--- config.mk ---
export PLATFORM = sky130hd
export DESIGN_NAME = lsi_div_cell
export DESIGN_NICKNAME = d
export VERILOG_FILES = /design/src/hdl/lsi_div_cell.sv
export SDC_FILE = /design/constraint.sdc
export NUM_CORES = 1
export LEC_CHECK = 0
export BUFFER_PORTS_ARGS = -buffer_cell sky130_fd_sc_hd__buf_2
export CAP_MARGIN = 20
export CORE_MARGIN = 8
export CORE_UTILIZATION = 45
export CTS_BUF_LIST = sky130_fd_sc_hd__clkbuf_8
export CTS_CLUSTER_DIAMETER = 80
export DETAILED_ROUTE_END_ITERATION = 8
export PLACE_DENSITY = 0.76
export SYNTH_ARGS = -nofsm -noshare
export SYNTH_HDL_FRONTEND = slang
export SYNTH_SLANG_ARGS = --single-unit
--- constraint.sdc ---
create_clock -name clock -period 3.2 [get_ports clock]
set_clock_uncertainty 0.15 [all_clocks]
set_input_delay 0.32 -clock clock [delete_from_list [all_inputs] [get_ports clock]]
set_output_delay 0.32 -clock clock [all_outputs]
set_load 0.005 [all_outputs]
--- src/hdl/lsi_div_cell.sv ---
// ----------------------------------------------------------------------------
// Divider cell
// One quotient bit of three restoring divisions sharing one divisor.
// ----------------------------------------------------------------------------
`default_nettype none

module lsi_div_cell #(
   parameter int DRW = 32,
   parameter int QW  = 28,
   parameter int SW  = 8
) (
   input  logic                  clock,
   input  logic                  reset,
   input  logic                  advance,
   input  logic                  in_valid,
   input  logic [2:0][DRW-1:0]   in_rem,
   input  logic [2:0][QW-1:0]    in_quo,
   input  logic [DRW-1:0]        in_div,
   input  logic [SW-1:0]         in_side,
   output logic                  out_valid,
   output logic [2:0][DRW-1:0]   out_rem,
   output logic [2:0][QW-1:0]    out_quo,
   output logic [DRW-1:0]        out_div,
   output logic [SW-1:0]         out_side
);

   logic                  valid_ff;
   logic [2:0][DRW-1:0]   rem_ff;
   logic [2:0][QW-1:0]    quo_ff;
   logic [DRW-1:0]        div_ff;
   logic [SW-1:0]         side_ff;

   logic [2:0][DRW-1:0]   rem_in;
   logic [2:0][QW-1:0]    quo_in;
   logic [DRW-1:0]        diff;
   logic                  take;

   // Compare, subtract and shift each lane's partial remainder.
   always_comb begin
      for (int i = 0; i < 3; i++) begin
         take      = (in_rem[i] >= in_div);
         diff      = take ? (in_rem[i] - in_div) : in_rem[i];
         rem_in[i] = diff << 1;
         quo_in[i] = {in_quo[i][QW-2:0], take};
      end
   end

   // Valid bit of this cell.
   always_ff @(posedge clock) begin
      if (reset) begin
         valid_ff <= 1'b0;
      end else if (advance) begin
         valid_ff <= in_valid;
      end
   end

   // Payload of this cell.
   always_ff @(posedge clock) begin
      if (advance) begin
         rem_ff  <= rem_in;
         quo_ff  <= quo_in;
         div_ff  <= in_div;
         side_ff <= in_side;
      end
   end

   assign out_valid = valid_ff;
   assign out_rem   = rem_ff;
   assign out_quo   = quo_ff;
   assign out_div   = div_ff;
   assign out_side  = side_ff;

endmodule

`default_nettype wire

==> key figures <==
Routing
  • Remaining DRCs: 0
  • DRT iter0 DRCs: 760
  • DR vias/cell: 5.30
  • First-pass DRT Iterations: 5
  • Vias: 12600
  • Routed Antenna Nets: 0
  • WL final: 50.6 mm
  • DR WL/cell: 21.3 µm

STA
  • Worst hold slack: around 0.014 ns
  • Slew Limit Fails: 0
  • Max Fclk: around 320 MHz
  • Slew margin rel.: 48.4%
  • Final min period: 3.14 ns
  • Worst Max-Slew Pin Slew: approximately 0.77 ns
  • Setup ws final: 0.0559 ns
  • Final setup fails: 0
  • Tcrit/Tclk final: 98.3%
  • Final Hold Fails: 0

Final layout
  • Fill count: 2010
  • Fin nets: 2289
  • Area grow syn2layout: 55.7%
  • Reg area: ~0.0065 mm²
  • Multi-input logic area: 0.00599 mm²
  • Share of post-route cells with drive strength above 1: 38.8%
  • Most frequent cells in the layout: buf_2, edfxtp_1, dlygate4sd3_1, buf_4, nand2_1
  • Commonest non-fill, non-tap cell in the layout: buf_2
  • Final non-filler cell total: 2376

Floorplan
  • I/O Pins: 445
  • Initial Util: 45.6%
  • Core Region: 0.0278 mm²
  • Die Ht: 184 µm
  • Chip width: 184 µm
  • # rows: 61
  • Full die area: 0.0338 mm²

Critical path
  • Worst path required time: 3.32 ns
  • Worst path buffer plus inverter count: 3
  • Worst R2R Setup Slack: 1.85 ns
  • Startpoint class of the critical path: primary input
  • Delay-heaviest family, CP: compound AO/OA/AOI/OAI gates
  • CP max-delay cell: dlygate4sd3_1
  • Worst Setup End Kind: flip-flop
  • Slowest stage delay, CP: 0.54 ns
  • Worst R2R Start: out_valid
  • Worst Setup Path Type: primary input to flip-flop
  • Worst reg2reg path endpoint: out_valid
  • R2R cell count: 3
  • Arr. time, crit path: 3.27 ns
  • Critical-path cell list: dlygate4sd3_1 > buf_2 > inv_2 > ha_1 > a21o_1 > a211o_1 > or3_4 > a22o_4 > o211ai_4 > a21oi_2 > or3_1 > a31o_2
  • CP Launch Point: in_div[9]
  • CP max FO: 3

Synthesis
  • Syn avg cell area: 11.3 µm²
  • Synth warnings: 0
  • Number of synthesized flops with an enable pin: roughly 220
  • Mapped Area: 0.0127 mm²
  • Distinct cells, synth: just under 80
  • Syn Inst Count: around 1100
  • #FFs+latches synth: 218
  • Top FF cell, synth: edfxtp_1
  • Async SR Flop Fraction: 0%
  • Sequential cell area fraction in the yosys report: 51.6%

Place
  • Pre-CTS WS: -0.550 ns
  • GPL Wtd Cong: 0.921
  • PortBufs: 438
  • Post-DP HPWL: 37.2 mm
  • Placed cell count: 2095

CTS
  • Reg clk slew, reported paths: 0.05 ns
  • CTS max path bufs: 3
  • CTS tree: yes
  • Max H-tree Level: 2
  • Clk sinks: 218
  • Clock root cell: clkbuf_8
  • Clock Latency Late Sink: 0.53 ns
  • TritonCTS buffer count: 39

Global routing
  • Met3 usage: under 10%
  • Total global-route track usage: 28.7%
  • GRT Residual Overflow: 0
  • Global-route wire length before repair: about 75 mm
  • Met1 usage: 31.8%
  • Largest net degree at the start of global routing: 95
  • M2 GR Usage: around half
  • Grt peak-use layer: met2
  • Vias in the first global route: ~13000
  • Initial antenna violation count: 4

Power and ir drop
  • Combinational group share of total power: 31.1%
  • Max VDD drop: 0.297 mV
  • Int Pwr: 6.04 mW
  • Clock share of power: 27.2%
  • Switching power: 2.66 mW
  • Total power: 8.69 mW
  • Pwr dens: 441 mW/mm²
  • Reg power frac: about two fifths
  • LEAKAGE: around 9.1 nW
  • Sw Share: 30.6%

Hold path
  • Hold Path Depth: 3
  • Hold Crit Endpoint: out_rem[49]
  • HP Start: in_rem[48]
  • HP Class: primary input to flip-flop

Outcome
  • Status: finished, final reports clean

Job
  • Max cap viols: 0
## final cells by class
cell class | count | area share (%)
Antenna cell | 4 | 0.0508
Clock buffer | 40 | 2.79
Clock inverter | 29 | 0.641
Inverter | 61 | 1.17
Tap cell | 378 | 2.40
Sequential cell | 218 | 33.1
Multi-Input combinational cell | 809 | 30.4
Timing Repair Buffer | 837 | 29.4
## worst max-delay path by stage
stage / endpoint / slack (ns) / cells past startpoint
floorplan: out_rem[10] / -0.007 / 14
global placement: out_rem[14] / -0.41 / 15
detailed placement: out_rem[14] / -0.55 / 15
CTS: out_rem[30] / 0.01 / 13
global route: out_rem[15] / -0.05 / 16
finish: out_rem[90] / 0.06 / 12
## per-stage QoR
step	TNS (ns)	util, %	cell area (µm²)
global placement	-18.12	60.1	16700
detailed placement	-25.70	60.1	16700
finish	0	71.0	19700
CTS	0	69.8	19400
floorplan	-0.163	-	12700
global route	-0.892	71.0	19700
## power groups by stage
stage                     Sequential (mW)  Clock (mW)  Combinational (mW)
after floorplan                      3.71           0                1.11
after global placement               3.67           0                2.32
after detailed placement             3.67           0                2.36
after CTS                            3.62        2.38                2.58
after global routing                 3.65        2.53                2.92
final                                3.63        2.36                2.70
## cell families (layout without fill, tap and decap cells)
family | Yosys count | after routing | share of synthesized area (%)
AO/OA/AOI/OAI | 327 | 327 | 16.7
AND/OR/NAND/NOR | 267 | 267 | 10.0
flip-flops | 218 | 218 | 51.6
adder cells (fa/ha/maj) | 99 | 99 | 9.96
buffers and inverters | 97 | 967 | 3.18
XOR/XNOR | 77 | 77 | 5.32
multiplexers | 36 | 36 | 3.16
other | 1 | 7 | 0.0296
## per-layer routing
layer  vias to the layer above  part of all wire [%]
li1                       5910                     -
met1                      5939                    37
met2                       582                    50
met3                       158                   6.7
met4                         0                   6.0
met5                         -                     0
## repair_timing
item                                    4_1_cts  5_1_grt
pin swaps                                     0       11
endpoints found under the hold margin       202        0
setup buffers                                 0        3
hold buffers                                203        0
endpoints found under the setup margin        8       67
cloned                                        0        2
resized for setup                             1       46
## worst reg2reg max path, stage by stage, from the launching register on
cell	delay, ns
dfxtp_1	0.32
mux2i_1	0.14
nor2_1	0.06
dlygate4sd3_1	0.56
## cell usage after synthesis (10+ instances only)
master,number,share of area (%)
a21o_1,55,3.3
a21oi_1,92,3.6
a31oi_1,13,0.64
and3_1,10,0.49
clkbuf_1,22,0.65
edfxtp_1,217,51
ha_1,96,9.5
inv_1,59,1.7
mux2_2,32,2.8
nand2_1,102,3.0
nand3_1,16,0.63
nand4_1,16,0.79
nor2_1,61,1.8
nor2b_1,13,0.64
nor3_1,12,0.47
o21ai_0,71,2.8
o21bai_1,13,0.77
o31ai_1,11,0.65
xnor2_1,41,2.8
xor2_1,36,2.5
## sequential cells by signal, indices dropped and copies added (netlist names)
signal     count
out_rem       93
out_quo       84
out_div       32
out_side       8
out_valid      1
Note: power is estimated with default switching activity, not from simulation.
