## src/hdl/lsi_sqrt_cell.sv

```systemverilog
// ----------------------------------------------------------------------------
// Square root cell
// One bit of a digit-by-digit integer square root, registered, with sideband.
// ----------------------------------------------------------------------------
`default_nettype none

module lsi_sqrt_cell #(
   parameter int RW = 32,
   parameter int SW = 8
) (
   input  logic              clock,
   input  logic              reset,
   input  logic              advance,
   input  logic              in_valid,
   input  logic [2*RW-1:0]   in_n,
   input  logic [RW+1:0]     in_rem,
   input  logic [RW-1:0]     in_root,
   input  logic [SW-1:0]     in_side,
   output logic              out_valid,
   output logic [2*RW-1:0]   out_n,
   output logic [RW+1:0]     out_rem,
   output logic [RW-1:0]     out_root,
   output logic [SW-1:0]     out_side
);

   logic              valid_ff;
   logic [2*RW-1:0]   n_ff;
   logic [RW+1:0]     rem_ff;
   logic [RW-1:0]     root_ff;
   logic [SW-1:0]     side_ff;

   logic [RW+1:0]     rem_sh;
   logic [RW+1:0]     trial;
   logic              take;
   logic [2*RW-1:0]   n_in;
   logic [RW+1:0]     rem_in;
   logic [RW-1:0]     root_in;

   // Bring down the next pair of radicand bits and try the next root bit.
   always_comb begin
      rem_sh  = {in_rem[RW-1:0], in_n[2*RW-1:2*RW-2]};
      trial   = {in_root, 2'b01};
      take    = (rem_sh >= trial);
      rem_in  = take ? (rem_sh - trial) : rem_sh;
      root_in = {in_root[RW-2:0], take};
      n_in    = in_n << 2;
   end

   // Valid bit of this cell.
   always_ff @(posedge clock) begin
      if (reset) begin
         valid_ff <= 1'b0;
      end else if (advance) begin
         valid_ff <= in_valid;
      end
   end

   // Payload of this cell.
   always_ff @(posedge clock) begin
      if (advance) begin
         n_ff    <= n_in;
         rem_ff  <= rem_in;
         root_ff <= root_in;
         side_ff <= in_side;
      end
   end

   assign out_valid = valid_ff;
   assign out_n     = n_ff;
   assign out_rem   = rem_ff;
   assign out_root  = root_ff;
   assign out_side  = side_ff;

endmodule

`default_nettype wire

```

## config.mk

```make
export PLATFORM = sky130hd
export DESIGN_NAME = lsi_sqrt_cell
export DESIGN_NICKNAME = d
export VERILOG_FILES = /design/src/hdl/lsi_sqrt_cell.sv
export SDC_FILE = /design/constraint.sdc
export NUM_CORES = 1
export LEC_CHECK = 0
export BUFFER_PORTS_ARGS = -buffer_cell sky130_fd_sc_hd__buf_2
export CORE_MARGIN = 2
export CORE_UTILIZATION = 52
export CTS_CLUSTER_SIZE = 16
export DETAILED_ROUTE_END_ITERATION = 10
export HOLD_SLACK_MARGIN = 0.03
export PLACE_DENSITY = 0.89
export SLEW_MARGIN = 20
export SYNTH_ARGS = -nofsm -noshare
export SYNTH_HDL_FRONTEND = slang
export SYNTH_SLANG_ARGS = --single-unit
export TNS_END_PERCENT = 1
```

## constraint.sdc

```tcl
create_clock -name clock -period 9.4 [get_ports clock]
set_input_delay 1.41 -clock clock [delete_from_list [all_inputs] [get_ports clock]]
set_output_delay 1.41 -clock clock [all_outputs]
set_load 0.02 [all_outputs]
```

==> results.txt, run 1 <==
outcome: finished, final reports clean
CTS Buf Count: 17
critical path endpoint: out_rem[22]
Final min period: 4.16 ns
CTS Root Cell: clkbuf_16
Net Sw Frac: 0.278
mean post-synth cell area: 13.7 um2
Post-Layout Cell Count: 961
first drt pass iteration count: 5
synthesized flop and latch total: 137
yosys warns: 0
Finished Cell Area: 8820 um2
PwrDens: 202 nW/um2
Critical Path AT: 4.32 ns
EDFF count, synth: 136
DRC Markers: 0
gpl congestion: 0.870
hold-fix buffers at CTS: 0
async set-reset flop share out of synthesis: 0
proportion of power drawn by the clock network: 0.362
Syn-to-layout area delta: 30.8%
Critical Path Start: in_root[7]
Logic pwr share: 0.215
M1 WL: 6420 um
Iter 0 DRT Violations: 335
part of the power in registers: 0.423
IO Count: 281
FF-to-FF path depth: 2
largest net degree at the start of global routing: 84
WP depth: 12
die width: 118 um
Crit-path slowest cell: inv_4
Die H: 118 um
FF-to-FF setup slack: 8.80 ns
CTS clk-pin slew, worst paths: 0.06 ns
Net Sw Power: 0.496 mW
most common cell in the netlist: edfxtp_1
routed wl met2: 8980 um
most instantiated cells after synthesis: edfxtp_1, inv_1, ha_1
Clock Skew: 0 ns
Detail Route Antenna Nets: 0
maximum vdd drop: 0.0934 mV
Req. time, crit path: 9.56 ns
RSZ-0062 raised after global routing: no
share of cells above drive strength 1: 0.445
crit path launch type: primary input
DR WL met3: 1370 um
gr usage total: 0.249
top cell type's share of synthesized area: 0.606
CTS tree: done
vias: 5078
synth unique cells: 61
Least-Margin Pin Slew: 0.903 ns
Critical Path Fanout Max: 30
Final TNS setup: 0 ns
antenna violations before repair: 2
FF-to-FF Start: out_valid
Min-Delay Startpoint: out_valid
Hold WC Path Type: reg -> reg
Critical Path End Type: flip-flop
PortBufs: 276
via/cell ratio: 5.28
CP max stage delay: 0.42 ns
vias in the first global route: 4955
dominant cells by area after synthesis: edfxtp_1, ha_1, mux2_4
post-CTS sizing: 0
period utilization: 0.443
Syn Inst Count: 493
first-pass GRT wire length: 26200 um
Crit path max-delay family: compound AO/OA/AOI/OAI gates
internal power: 1.29 mW
wirelength, routed: 17300 um
top sig layer: met5
CTS H-tree lvls: 4
Pins Over Slew Limit: 0
Setup Viol. Count Final: 0
Leakage: 4.00 nW
Starting Density: 0.534
row count: 41
worst skew pair latency: 0.42 ns
Seq/Total Area, Yosys: 0.609
post-CTS setup buffer count: 0
area of the mapped netlist: 6740 um2
critical path class: in -> reg
DP Wirelength: 13100 um
Post-DP Area: 8240 um2
die footprint: 13900 um2
Core Area: 12600 um2
clock sinks: 137
Cell Chain, Critical Path: buf_2, inv_1, ha_1, a21o_1, a21oi_1, o21bai_1, a21oi_4, a21oi_2, o41ai_4, o21a_4, inv_4, mux2_4
Fin. Hold Viols: 0
# Max-Cap Violations: 0
GR Overflow Total: 0
Reg2Reg Capture Point: out_valid
CP Buf/Inv Count: 3
fmax: 240 MHz
hold_ws: 0.537 ns
Most used DFF post-synth: edfxtp_1
Synth area leader: edfxtp_1
Worst slew margin: 0.392
DP Cell Count: 928
WL/cell: 18.0 um
fin nets: 951
Max clock buf depth: 2
==> worst min-delay path by stage <==
stage | end | slack (ns) | cells past startpoint
CTS | out_valid | 0.54 | 2
detailed placement | out_valid | 0.53 | 2
finish | out_valid | 0.54 | 2
global placement | out_valid | 0.49 | 2
floorplan | out_valid | 0.58 | 2
global route | out_valid | 0.58 | 2
==> worst reg2reg max path, cell delays in order (launching register included) <==
cell	delay, ns
dfxtp_1	0.32
mux2i_1	0.12
nor2_1	0.06
==> cell usage in the layout (no fill, tap or decap), drive strengths merged, types with 4 or more instances in the layout <==
cell and instances:
a211oi 5, a21o 11, a21oi 35, buf 277, clkbuf 18, clkinv 6
edfxtp 136, ha 34, inv 48, mux2 28, nand2 32, nand2b 7
nand3 8, nand4 6, nor2 23, nor3 7, o211ai 4, o21ai 19
o21bai 6, or3 5, xnor2 16, xor2 12
==> power groups by stage <==
stage          Clock [mW]  Combinational (mW)  Sequential [mW]
3_3_place_gp            0               0.373            0.765
6_report            0.644               0.383            0.755
2_1_floorplan           0               0.174            0.846
5_1_grt             0.683               0.409            0.760
3_5_place_dp            0               0.380            0.767
4_1_cts             0.656               0.384            0.755
==> routing by layer <==
| layer | up-vias | track usage |
|---|---|---|
| met2 | 233 | 0.448 |
| met3 | 48 | 0.0814 |
| met5 | - | 0 |
| met4 | 2 | 0.104 |
| li1 | 2402 | - |
| met1 | 2393 | 0.267 |
==> kinds of logic after synthesis <==
| kind of cell | share of synthesized area |
|---|---|
| flip-flops | 0.609 |
| AO/OA/AOI/OAI | 0.112 |
| AND/OR/NAND/NOR | 0.0700 |
| buffers and inverters | 0.0420 |
| adder cells (fa/ha/maj) | 0.0631 |
| multiplexers | 0.0668 |
| XOR/XNOR | 0.0364 |
| other | 0.000556 |
==> layout make-up <==
cell class              instances  area [um2]
diodes                          1        2.50
clock buffers                  18         429
clock inverters                14         146
fillers                       905        3800
inverters                      44         168
multi-input cells             298        2360
flip-flops and latches        137        4100
well taps                     172         215
repair buffers                277        1400
==> metrics by stage <==
stage,power (mW),setup WS (ns),util
2_1_floorplan,1.02,5.48,-
3_3_place_gp,1.14,4.90,0.653
5_1_grt,1.85,5.10,0.698
3_5_place_dp,1.15,4.86,0.653
6_report,1.78,5.24,0.699
4_1_cts,1.80,5.28,0.698
==> state kept, by name, indices dropped and copies added (netlist names) <==
signal and cells:
out_rem 34, out_valid 1, out_side 8, out_root 32, out_n 62
Note: power is estimated with default switching activity, not from simulation.
==> run 2, diff against run 1 <==
CORE_UTILIZATION = 44   (was 52)
PLACE_DENSITY = 0.8   (was 0.89)
clock period = 3.4 ns   (was 9.4 ns; I/O delays follow)
==> results.txt, run 2 (same netlist as run 1, synthesis figures left out) <==
Net Sw Power: 1.44 mW (+190%)
first-pass GRT wire length: 25500 um (-2.7%)
internal power: 3.68 mW (+190%)
part of the power in registers: 0.407 (-0.016)
critical path class: in -> reg
antenna violations before repair: 0 (-2)
maximum vdd drop: 0.312 mV (+230%)
gpl congestion: 0.884 (+1.7%)
first drt pass iteration count: 5 (unchanged)
CTS Buf Count: 17 (unchanged)
Logic pwr share: 0.214 (about the same)
fmax: 342 MHz
met3 Use GR: 0.0655 (-0.0159)
outcome: finished, final reports clean
Net Sw Frac: 0.281 (+0.00302)
Pins Over Slew Limit: 0 (unchanged)
area occupied by multi-input gates: 2360 um2 (unchanged)
Hold WC Path Type: in -> reg
Syn-to-layout area delta: 34.2%
Fin. Hold Viols: 0 (unchanged)
Req. time, crit path: 3.61 ns (-5.95 ns)
hold_ws: 0.243 ns (-0.294 ns)
Post-DP Area: 8430 um2 (+2.3%)
Detail Route Antenna Nets: 0 (unchanged)
CTS clk-pin slew, worst paths: 0.06 ns (about the same)
crit path launch type: primary input
vias in the first global route: 4943 (-0.24%)
PortBufs: 276 (unchanged)
Leakage: 4.13 nW (+3.1%)
Min-Delay Startpoint: reset
Finished Cell Area: 9040 um2 (+2.6%)
Critical Path Start: in_rem[2]
row count: 45 (+9.8%)
die width: 128 um (+8.4%)
GR Overflow Total: 0 (unchanged)
WL/cell: 17.5 um (-2.5%)
CTS Root Cell: clkbuf_16
share of cells above drive strength 1: 0.461 (+0.0156)
FF-to-FF setup slack: 2.79 ns (-6.01 ns)
wirelength, routed: 17500 um (+1.1%)
CTS tree: done
Critical Path End Type: flip-flop
fillcell total: 1215 (+34%)
Critical Path Fanout Max: 5 (-83%)
Die H: 128 um (+8.4%)
Starting Density: 0.447 (-0.0874)
Setup Viol. Count Final: 0 (unchanged)
gr usage total: 0.207 (-0.0420)
Cell Chain, Critical Path: buf_2, ha_1, buf_4, a21oi_4, o31ai_1, o2111a_1, nor2_1, o21ai_1, a21boi_2, o22ai_2, and2_1, o41ai_1
Core Area: 15100 um2 (+20%)
Critical Path AT: 3.13 ns (-1.19 ns)
IO Count: 281 (unchanged)
die footprint: 16300 um2 (+18%)
via/cell ratio: 5.17 (-2.1%)
Max clock buf depth: 2 (unchanged)
Worst slew margin: 0.571 (+0.179)
RSZ-0062 raised after global routing: no
DRC Markers: 0 (unchanged)
Final TNS setup: 0 ns (unchanged)
FF-to-FF Start: out_valid
CTS H-tree lvls: 4 (unchanged)
Iter 0 DRT Violations: 293 (-13%)
# Max-Cap Violations: 0 (unchanged)
Clock Skew: 0 ns (unchanged)
Largest register FFs: 62 (unchanged)
fin nets: 972 (+2.2%)
most frequent cells in the layout: buf_2, edfxtp_1, inv_1
CP max stage delay: 0.37 ns (-0.05 ns)
commonest non-fill, non-tap cell in the layout: buf_2
clock sinks: 137 (unchanged)
sequential cell area: 4100 um2 (unchanged)
GR peak layer: met2
worst skew pair latency: 0.42 ns (about the same)
PwrDens: 566 nW/um2 (+180%)
hold-fix buffers at CTS: 0 (unchanged)
GR Layer Usage met1: 0.219 (-0.0479)
proportion of power drawn by the clock network: 0.379 (+0.017)
Final min period: 2.93 ns
met2 GRT Util: 0.381 (-0.0671)
vias: 5155 (+1.5%)
DP Wirelength: 13300 um (+1.4%)
largest net degree at the start of global routing: 71 (-15%)
post-CTS setup buffer count: 0 (unchanged)
period utilization: 0.861
ANT cells: 0 (-1)
post-CTS sizing: 0 (unchanged)
Least-Margin Pin Slew: 0.643 ns (-0.260 ns)
Crit-path slowest cell: o41ai_1
-- run 2: per-stage QoR --
stage               power (mW)  std cells  setup slack, ns  utilization
detailed placement        3.21        965           0.0690        0.559
global route              5.31        997            0.275        0.599
finish                    5.12        997            0.472        0.599
CTS                       5.15        997            0.483        0.599
floorplan                 2.82        494            0.380            -
global placement          3.19        965           0.0921        0.559
-- run 2: area by class of cell --
class | count | area share
clock buffer | 18 | 0.0474
clock inverter | 14 | 0.0206
inverter | 44 | 0.0185
multi-input combinational | 298 | 0.261
sequential | 137 | 0.454
tap | 188 | 0.0260
timing repair buffer | 298 | 0.173
-- run 2: worst paths after layout --
check,end,cells after the start
worst max register to register,out_valid,2
worst min-delay path,out_valid,2
worst min register to register,out_valid,2
worst max-delay path,out_rem[29],12
-- run 2: power by group through the flow --
stage,combinational [mW],sequential (mW),clock [mW]
after global placement,1.07,2.11,0
after CTS,1.10,2.09,1.97
after detailed placement,1.09,2.12,0
final,1.09,2.08,1.94
after floorplan,0.482,2.34,0
after global routing,1.18,2.10,2.03
-- run 2: routing by layer --
layer	up-vias	wire (um)
met1	2458	6390
li1	2450	-
met3	30	1420
met4	0	458
met5	-	0
met2	217	9220
-- run 2: worst max-delay path, delay by kind of cell --
kind            cells  cell delay [ns]
compound gates      7             1.66
fa+ha+maj           1             0.31
simple gates        2             0.38
buf+inv             2             0.27
==> run 3, diff against run 2 <==
CORE_UTILIZATION = 45   (was 44)
CTS_BUF_LIST = sky130_fd_sc_hd__clkbuf_8   (was not set)
PLACE_DENSITY = 0.82   (was 0.8)
SETUP_SLACK_MARGIN = 0.5   (was not set)
==> results.txt, run 3 (same netlist as run 1, synthesis figures left out) <==
outcome: finished, final reports clean
share of cells above drive strength 1: 0.476 (+0.0154)
Critical Path Fanout Max: 30 (+25)
pre-CTS WS: 0.181 ns (+0.112 ns)
Net Sw Power: 1.33 mW (-7.6%)
CP max stage delay: 0.42 ns (+0.05 ns)
fin nets: 969 (-0.31%)
proportion of power drawn by the clock network: 0.304 (-0.075)
PortBufs: 276 (unchanged)
Critical Path End Type: flip-flop
WL/cell: 17.5 um (-0.40%)
Syn-to-layout area delta: 32.9%
Setup WS post-layout: 0.654 ns (+0.182 ns)
IO Count: 281 (unchanged)
Iter 0 DRT Violations: 248 (-15%)
Cell Chain, Critical Path: buf_2, inv_12, ha_4, nand2b_4, a21oi_2, nand2b_4, a21o_1, a21oi_4, a21oi_4, o41ai_4, o21a_4, inv_4, mux2_4
hold-fix buffers at CTS: 0 (unchanged)
first drt pass iteration count: 5 (unchanged)
FF-to-FF path depth: 2 (unchanged)
Net Sw Frac: 0.290 (+0.00860)
Crit-path slowest cell: inv_4
wirelength, routed: 17300 um (-1.1%)
CTS Buf Count: 17 (unchanged)
Pins Over Slew Limit: 0 (unchanged)
post-CTS sizing: 0 (unchanged)
CTS tree: done
internal power: 3.26 mW (-11%)
Least-Margin Pin Slew: 0.618 ns (-0.0255 ns)
Max clock buf depth: 2 (unchanged)
Req. time, crit path: 3.59 ns (-0.02 ns)
worst skew pair latency: 0.45 ns (+0.03 ns)
fmax: 364 MHz (+6.6%)
vias in the first global route: 4999 (+1.1%)
CTS H-tree lvls: 4 (unchanged)
largest net degree at the start of global routing: 75 (+5.6%)
RSZ-0062 raised after global routing: no
via/cell ratio: 5.09 (-1.6%)
PwrDens: 512 nW/um2 (-9.5%)
row count: 44 (-2.2%)
vias: 5035 (-2.3%)
Final TNS setup: 0 ns (unchanged)
Die H: 126 um (-1.1%)
CTS Root Cell: clkbuf_8
first-pass GRT wire length: 26000 um (+1.8%)
CTS clk-pin slew, worst paths: 0.08 ns (+0.02 ns)
DRC Markers: 0 (unchanged)
# Max-Cap Violations: 0 (unchanged)
die width: 126 um (-1.1%)
Core Area: 14600 um2 (-3.3%)
period utilization: 0.808 (-0.0535)
Starting Density: 0.462 (+0.0153)
Largest register FFs: 62 (unchanged)
Clock Skew: 0 ns (unchanged)
final core occ: 0.614 (+0.0146)
fillcell total: 1139 (-6.3%)
antenna violations before repair: 0 (unchanged)
DP Wirelength: 13400 um (+0.71%)
Worst slew margin: 0.588 (+0.0170)
ANT cells: 0 (unchanged)
gpl congestion: 0.876 (-0.97%)
maximum vdd drop: 0.209 mV (-33%)
critical path class: in -> reg
clock sinks: 137 (unchanged)
hold depth: 2 (unchanged)
crit path launch type: primary input
Logic pwr share: 0.242 (+0.028)
Final min period: 2.75 ns (-0.182 ns)
Leakage: 4.04 nW (-2.0%)
Hold WC Path Type: in -> reg
DP Cell Count: 958 (-0.73%)
Fin. Hold Viols: 0 (unchanged)
Setup Viol. Count Final: 0 (unchanged)
die footprint: 16000 um2 (-2.2%)
most frequent cells in the layout: buf_2, edfxtp_1, inv_1
gr usage total: 0.213 (+0.00598)
part of the power in registers: 0.454 (+0.047)
Critical Path AT: 2.94 ns (-0.19 ns)
GR Overflow Total: 0 (unchanged)
commonest non-fill, non-tap cell in the layout: buf_2
Post-Layout Cell Count: 990 (-0.70%)
Detail Route Antenna Nets: 0 (unchanged)
post-CTS setup buffer count: 0 (unchanged)
run 3: changes by cell type in the layout (fill, tap and decap cells not counted), sizes merged:
cell	previous run	this run
buf	298	295
inv	53	49
clkinv	0	4
run 3: layer usage:
metal,up-vias,share of wire,GRT usage
li1,2440,-,-
met1,2371,0.35,0.219
met2,197,0.54,0.397
met3,27,0.083,0.0730
met4,0,0.029,0.0789
met5,-,0,0
run 3: power groups by stage:
stage	clock network (mW)	logic [mW]	registers (mW)
2_1_floorplan	0	0.505	2.34
3_3_place_gp	0	1.09	2.12
3_5_place_dp	0	1.11	2.12
4_1_cts	1.42	1.12	2.09
5_1_grt	1.48	1.19	2.10
6_report	1.39	1.11	2.08
run 3: worst max-delay path: cells and delay by family:
family                   cells  cell delay, ns
AND/OR/NAND/NOR              2            0.19
adder cells (fa/ha/maj)      1            0.30
multiplexers                 1            0.35
AO/OA/AOI/OAI                6            0.95
buffers and inverters        3            0.63
run 3: cell type report:
class | count | area, um2 | share of cell area
well taps | 184 | 230 | 0.0257
repair buffers | 295 | 1540 | 0.172
inverters | 44 | 185 | 0.0207
multi-input cells | 298 | 2480 | 0.276
clock inverters | 14 | 171 | 0.0191
clock buffers | 18 | 248 | 0.0277
flip-flops and latches | 137 | 4100 | 0.458
run 3: path summary, 6_finish.rpt:
path              start    endpoint  slack [ns]
max          in_root[0]  out_rem[3]        0.65
min               reset   out_valid        0.21
max reg2reg   out_valid   out_valid        2.76
min reg2reg   out_valid   out_valid        0.55
run 3: stage by stage:
stage | hold WS, ns | power, mW | cell area, um2
2_1_floorplan | 0.579 | 2.85 | 6880
3_3_place_gp | 0.472 | 3.21 | 8540
3_5_place_dp | 0.540 | 3.23 | 8540
4_1_cts | 0.194 | 4.62 | 8960
5_1_grt | 0.185 | 4.77 | 8960
6_report | 0.213 | 4.59 | 8960
